<file path="src/ufrl_pkg.sv">
`timescale 1ns / 1ps
`default_nettype none

package ufrl_pkg;

    // Flow table geometry; the depth is a power of two no larger than 65536 (the 16-bit fold)
    localparam int TABLE_DEPTH = 1024;
    localparam int IDX_W       = $clog2(TABLE_DEPTH);
    localparam int KEY_W       = 48;

    // Configuration port
    localparam int CFG_IDX_W  = 2;
    localparam int CFG_DATA_W = 48;

    localparam logic [CFG_IDX_W-1:0] REG_PACKET_LIMIT  = 2'd0;
    localparam logic [CFG_IDX_W-1:0] REG_BYTE_LIMIT    = 2'd1;
    localparam logic [CFG_IDX_W-1:0] REG_WINDOW_LENGTH = 2'd2;

    localparam logic [31:0] PACKET_LIMIT_RST  = 32'd100;
    localparam logic [31:0] BYTE_LIMIT_RST    = 32'd500000;
    localparam logic [47:0] WINDOW_LENGTH_RST = 48'd1000000000;

    // Header checks
    localparam logic [15:0] ETHERTYPE_IPV4 = 16'h0800;
    localparam logic [7:0]  PROTO_UDP      = 8'd17;
    localparam logic [15:0] MIN_UDP_FRAME  = 16'd42;

    // Result reason codes
    localparam logic [1:0] REASON_NOT_UDP    = 2'd0;
    localparam logic [1:0] REASON_COUNTED    = 2'd1;
    localparam logic [1:0] REASON_PKT_LIMIT  = 2'd2;
    localparam logic [1:0] REASON_BYTE_LIMIT = 2'd3;

    typedef struct packed {
        logic [31:0] packet_limit;
        logic [31:0] byte_limit;
        logic [47:0] window_length;
    } cfg_t;

    typedef struct packed {
        logic             valid;
        logic [KEY_W-1:0] key;
        logic [31:0]      packets;
        logic [31:0]      bytes;
        logic [63:0]      start;
    } entry_t;

    typedef struct packed {
        logic [15:0]      frame_len;
        logic [15:0]      ether_type;
        logic [7:0]       ip_protocol;
        logic [KEY_W-1:0] key;
        logic [15:0]      udp_length;
        logic [63:0]      now_ns;
    } item_t;

    typedef struct packed {
        logic             en;
        logic [IDX_W-1:0] idx;
    } tbl_rd_t;

    typedef struct packed {
        logic             en;
        logic [IDX_W-1:0] idx;
        entry_t           data;
    } tbl_wr_t;

    // XOR fold of the three key slices, reduced to a table slot
    function automatic logic [IDX_W-1:0] slot_of(input logic [KEY_W-1:0] key);
        logic [15:0] fold;
        fold = key[47:32] ^ key[31:16] ^ key[15:0];
        return fold[IDX_W-1:0];
    endfunction

endpackage

`default_nettype wire

</file>
<file path="src/ufrl_cfg.sv">
`timescale 1ns / 1ps
`default_nettype none

module ufrl_cfg (
    input  logic                            clk,
    input  logic                            rst_n,
    input  logic                            cfg_we,
    input  logic [ufrl_pkg::CFG_IDX_W-1:0]  cfg_index,
    input  logic [ufrl_pkg::CFG_DATA_W-1:0] cfg_data,
    output ufrl_pkg::cfg_t                  cfg
);
    import ufrl_pkg::*;

    cfg_t cfg_reg;
    cfg_t cfg_next;

    // Decode the register index; unknown indexes are ignored
    always_comb
    begin
        cfg_next = cfg_reg;
        if (cfg_we)
        begin
            case (cfg_index)
                REG_PACKET_LIMIT:  cfg_next.packet_limit  = cfg_data[31:0];
                REG_BYTE_LIMIT:    cfg_next.byte_limit    = cfg_data[31:0];
                REG_WINDOW_LENGTH: cfg_next.window_length = cfg_data[47:0];
                default:           cfg_next = cfg_reg;
            endcase
        end
    end

    always_ff @(posedge clk or negedge rst_n)
    begin
        if (!rst_n)
        begin
            cfg_reg.packet_limit  <= PACKET_LIMIT_RST;
            cfg_reg.byte_limit    <= BYTE_LIMIT_RST;
            cfg_reg.window_length <= WINDOW_LENGTH_RST;
        end
        else
        begin
            cfg_reg <= cfg_next;
        end
    end

    assign cfg = cfg_reg;

endmodule

`default_nettype wire

</file>
<file path="config.mk">
export PLATFORM = sky130hd
export DESIGN_NAME = ufrl_cfg
export DESIGN_NICKNAME = d
export VERILOG_FILES = /design/src/ufrl_pkg.sv /design/src/ufrl_cfg.sv
export SDC_FILE = /design/constraint.sdc
export NUM_CORES = 1
export LEC_CHECK = 0
export BUFFER_PORTS_ARGS = -buffer_cell sky130_fd_sc_hd__buf_2
export CORE_MARGIN = 3
export CORE_UTILIZATION = 52
export CTS_CLUSTER_SIZE = 30
export DETAILED_ROUTE_END_ITERATION = 6
export HOLD_SLACK_MARGIN = 0.06
export PLACE_DENSITY = 0.87
export REMOVE_ABC_BUFFERS = 1
export SLEW_MARGIN = 25
export SYNTH_ARGS = -nofsm -noshare
export SYNTH_HDL_FRONTEND = slang
export SYNTH_SLANG_ARGS = --single-unit
</file>
<file path="constraint.sdc">
create_clock -name clk -period 1.17 [get_ports clk]
set_input_delay 0.1755 -clock clk [delete_from_list [all_inputs] [get_ports clk]]
set_output_delay 0.1755 -clock clk [all_outputs]
set_load 0.005 [all_outputs]
</file>
==> run metrics <==
Clock Power Share 24.1%; Final Hold Fails 0; IO Port Bufs between 150 and 200; data arrival time of the worst path between 1 and 1.5 ns; CTS tree done; ranking of synthesized cells by area dfrtp_1, mux2_2, dfstp_2; Int Pwr between 7 and 8 mW; worst hold slack approximately 0.08 ns; Post-DRT Antenna Nets 0; GPL Wtd Cong roughly 0.73; final WL ~9800 um; Finished Cell Area between 5000 and 6000 um^2; WS Path Type reg -> out; share of layout cells above drive strength 1 between 70 and 80%; Clk Latency, worst-skew pair approximately 0.35 ns; vias in the first global route between 3,000 and 4,000; Ports roughly 170; total buffers and inverters traversed by the critical path 1; Final Max Slew Viols 0; Post-DP HPWL between 6000 and 7000 um; Crit. End Element primary output; drt drc 0; Inserted Diodes 0; Cell variety after synth 10; Worst path slowest cell dfstp_2; Starting Density 54.16%; Avg Vias per Cell approximately 5; CTS root buffer clkbuf_8; Max transition margin about three quarters; final setup margin -0.02254 ns; status finished with violations; clock buffer depth 2; final setup fails 18; period utilization 101.9%; min Tclk post-route around 1.2 ns; CP Launch Type register; Rows 32; Peak supply drop 0.8807 mV; Routed WL per cell 17.57 um; Comb pwr share a little under a quarter; P_leak 2.833 nW; Layout Utilization roughly three quarters; GRT Resource Usage Total 21.50%; sequential element share of the synthesized area 66.62%; htree depth 3; Core ar. 7848 um^2; Final nets a little over 500; Starting DRT DRC Count 53; synth warn 0; unrepaired setup endpoints after global routing true; CP cell instances buf_6; Worst Skew 0 ns; Synth top area share between 50 and 60%; Sw Ratio 26.27%; Remaining Overflow, GRT 0; number of max-cap violations 0; Mapped Area about 4300 um^2; worst-margin pin slew 0.3589 ns; syn avg cell area roughly 18 um^2; Worst path max stage delay approximately 0.56 ns; Synth area leader dfrtp_1; Post-Place Setup Slack -0.1127 ns; Power Density 1622 nW/um^2; max reg flops about 110; FF+latch count, synth approximately 110; most instantiated cells after synthesis mux2_2, dfrtp_1, dfstp_2; EDFF count, synth 0; Die Area a little over 9000 um^2; hold crit path type in -> reg; max frequency about 840 MHz; critical path required time between 0.9 and 1 ns; Synth-to-Final Area Change 39.86%; via count ~2,800; Num CTS Buffers 9; Die H just under 100 um; pin count of the biggest net entering global routing 40; CTS clk-pin slew, worst paths roughly 0.11 ns; drt first pass iters 4; CP Max Fanout 2; top-count cell post-synth mux2_2; first-pass GRT wire length 15,000 um; initial antenna violation count 0; ys flop type dfrtp_1; sequential share of power between 50% and 60%; Cells after Synth approximately 240; Switch Pwr 2.532 mW; CTS sink cnt 112; failing checks setup timing; Synth async-reset ratio 100.0%; Largest delay share family, worst path flip-flops; die width between 90 and 100 um; area post-placement 5271 um^2
worst paths after layout:
kind	slack, ns	from	endpoint	depth (start not counted)
min in group asynchronous	0.26	rst_n	cfg[80]$_DFFE_PN0P_	2
worst max register to register	0.34	cfg[19]$_DFFE_PN1P_	cfg[19]$_DFFE_PN1P_	2
worst max-delay path	-0.02	cfg[61]$_DFFE_PN1P_	cfg[61]	1
max in group asynchronous	0.32	rst_n	cfg[66]$_DFFE_PN1P_	3
worst min register to register	0.49	cfg[111]$_DFFE_PN0P_	cfg[111]$_DFFE_PN0P_	1
worst min-delay path	0.08	cfg_data[4]	cfg[4]$_DFFE_PN0P_	2
area by class of cell:
cell class	instances	area [um^2]
flip-flops and latches	112	2831
multi-input cells	115	1311
well taps	102	127.6
clock buffers	9	123.9
clock inverters	7	75.07
fillers	504	1903
repair buffers	212	1475
placed cells by master, fill, tap and decap left out:
cell type and instances:
dfstp_2 23, buf_4 8, inv_6 3, mux2_1 3, buf_2 144, nor3b_4 1
clkbuf_8 9, buf_12 7, clkinv_4 1, dlygate4sd3_1 34, dfrtp_1 89, nand3b_2 1
bufinv_16 1, nand3b_4 1, buf_6 19, mux2_2 109, clkinv_2 2
cell families after synthesis:
kind of cell	count (synthesis)	share of synthesized area (%)
AND/OR/NAND/NOR	3	1.178
flip-flops	112	66.62
multiplexers	112	29.67
buffers and inverters	11	2.532
metal layers:
layer | GRT usage [%] | part of all wire, % | routed length [um]
met5 | 0 | 0 | 0
met4 | 8.995 | 1.9 | 190
met3 | 4.493 | 6.0 | 587
met2 | 38.99 | 55 | 5339
met1 | 24.54 | 37 | 3667
power by group through the flow:
stage	logic (mW)	registers (mW)	clock network (mW)
3_5_place_dp	1.98	5.14	0
3_3_place_gp	1.90	5.08	0
4_1_cts	2.12	5.08	2.37
5_1_grt	2.42	5.20	2.52
6_report	2.20	5.11	2.33
2_1_floorplan	0.726	5.19	0
through the flow:
stage	setup TNS [ns]	instances	power (mW)
3_3_place_gp	-3.767	505	6.987
4_1_cts	-0.7985	557	9.573
6_report	-0.1976	557	9.640
5_1_grt	-1.153	557	10.14
2_1_floorplan	-17.88	227	5.913
3_5_place_dp	-5.249	505	7.125
repair_timing:
| item | CTS | global route |
|---|---|---|
| hold buffers | 34 | 0 |
| pin swaps | 0 | 0 |
| endpoints found under the hold margin | 143 | 0 |
| setup buffers | 2 | 0 |
| setup endpoints to repair | 23 | 23 |
| resized for setup | 4 | 15 |
(Power assumes the default switching activity.)
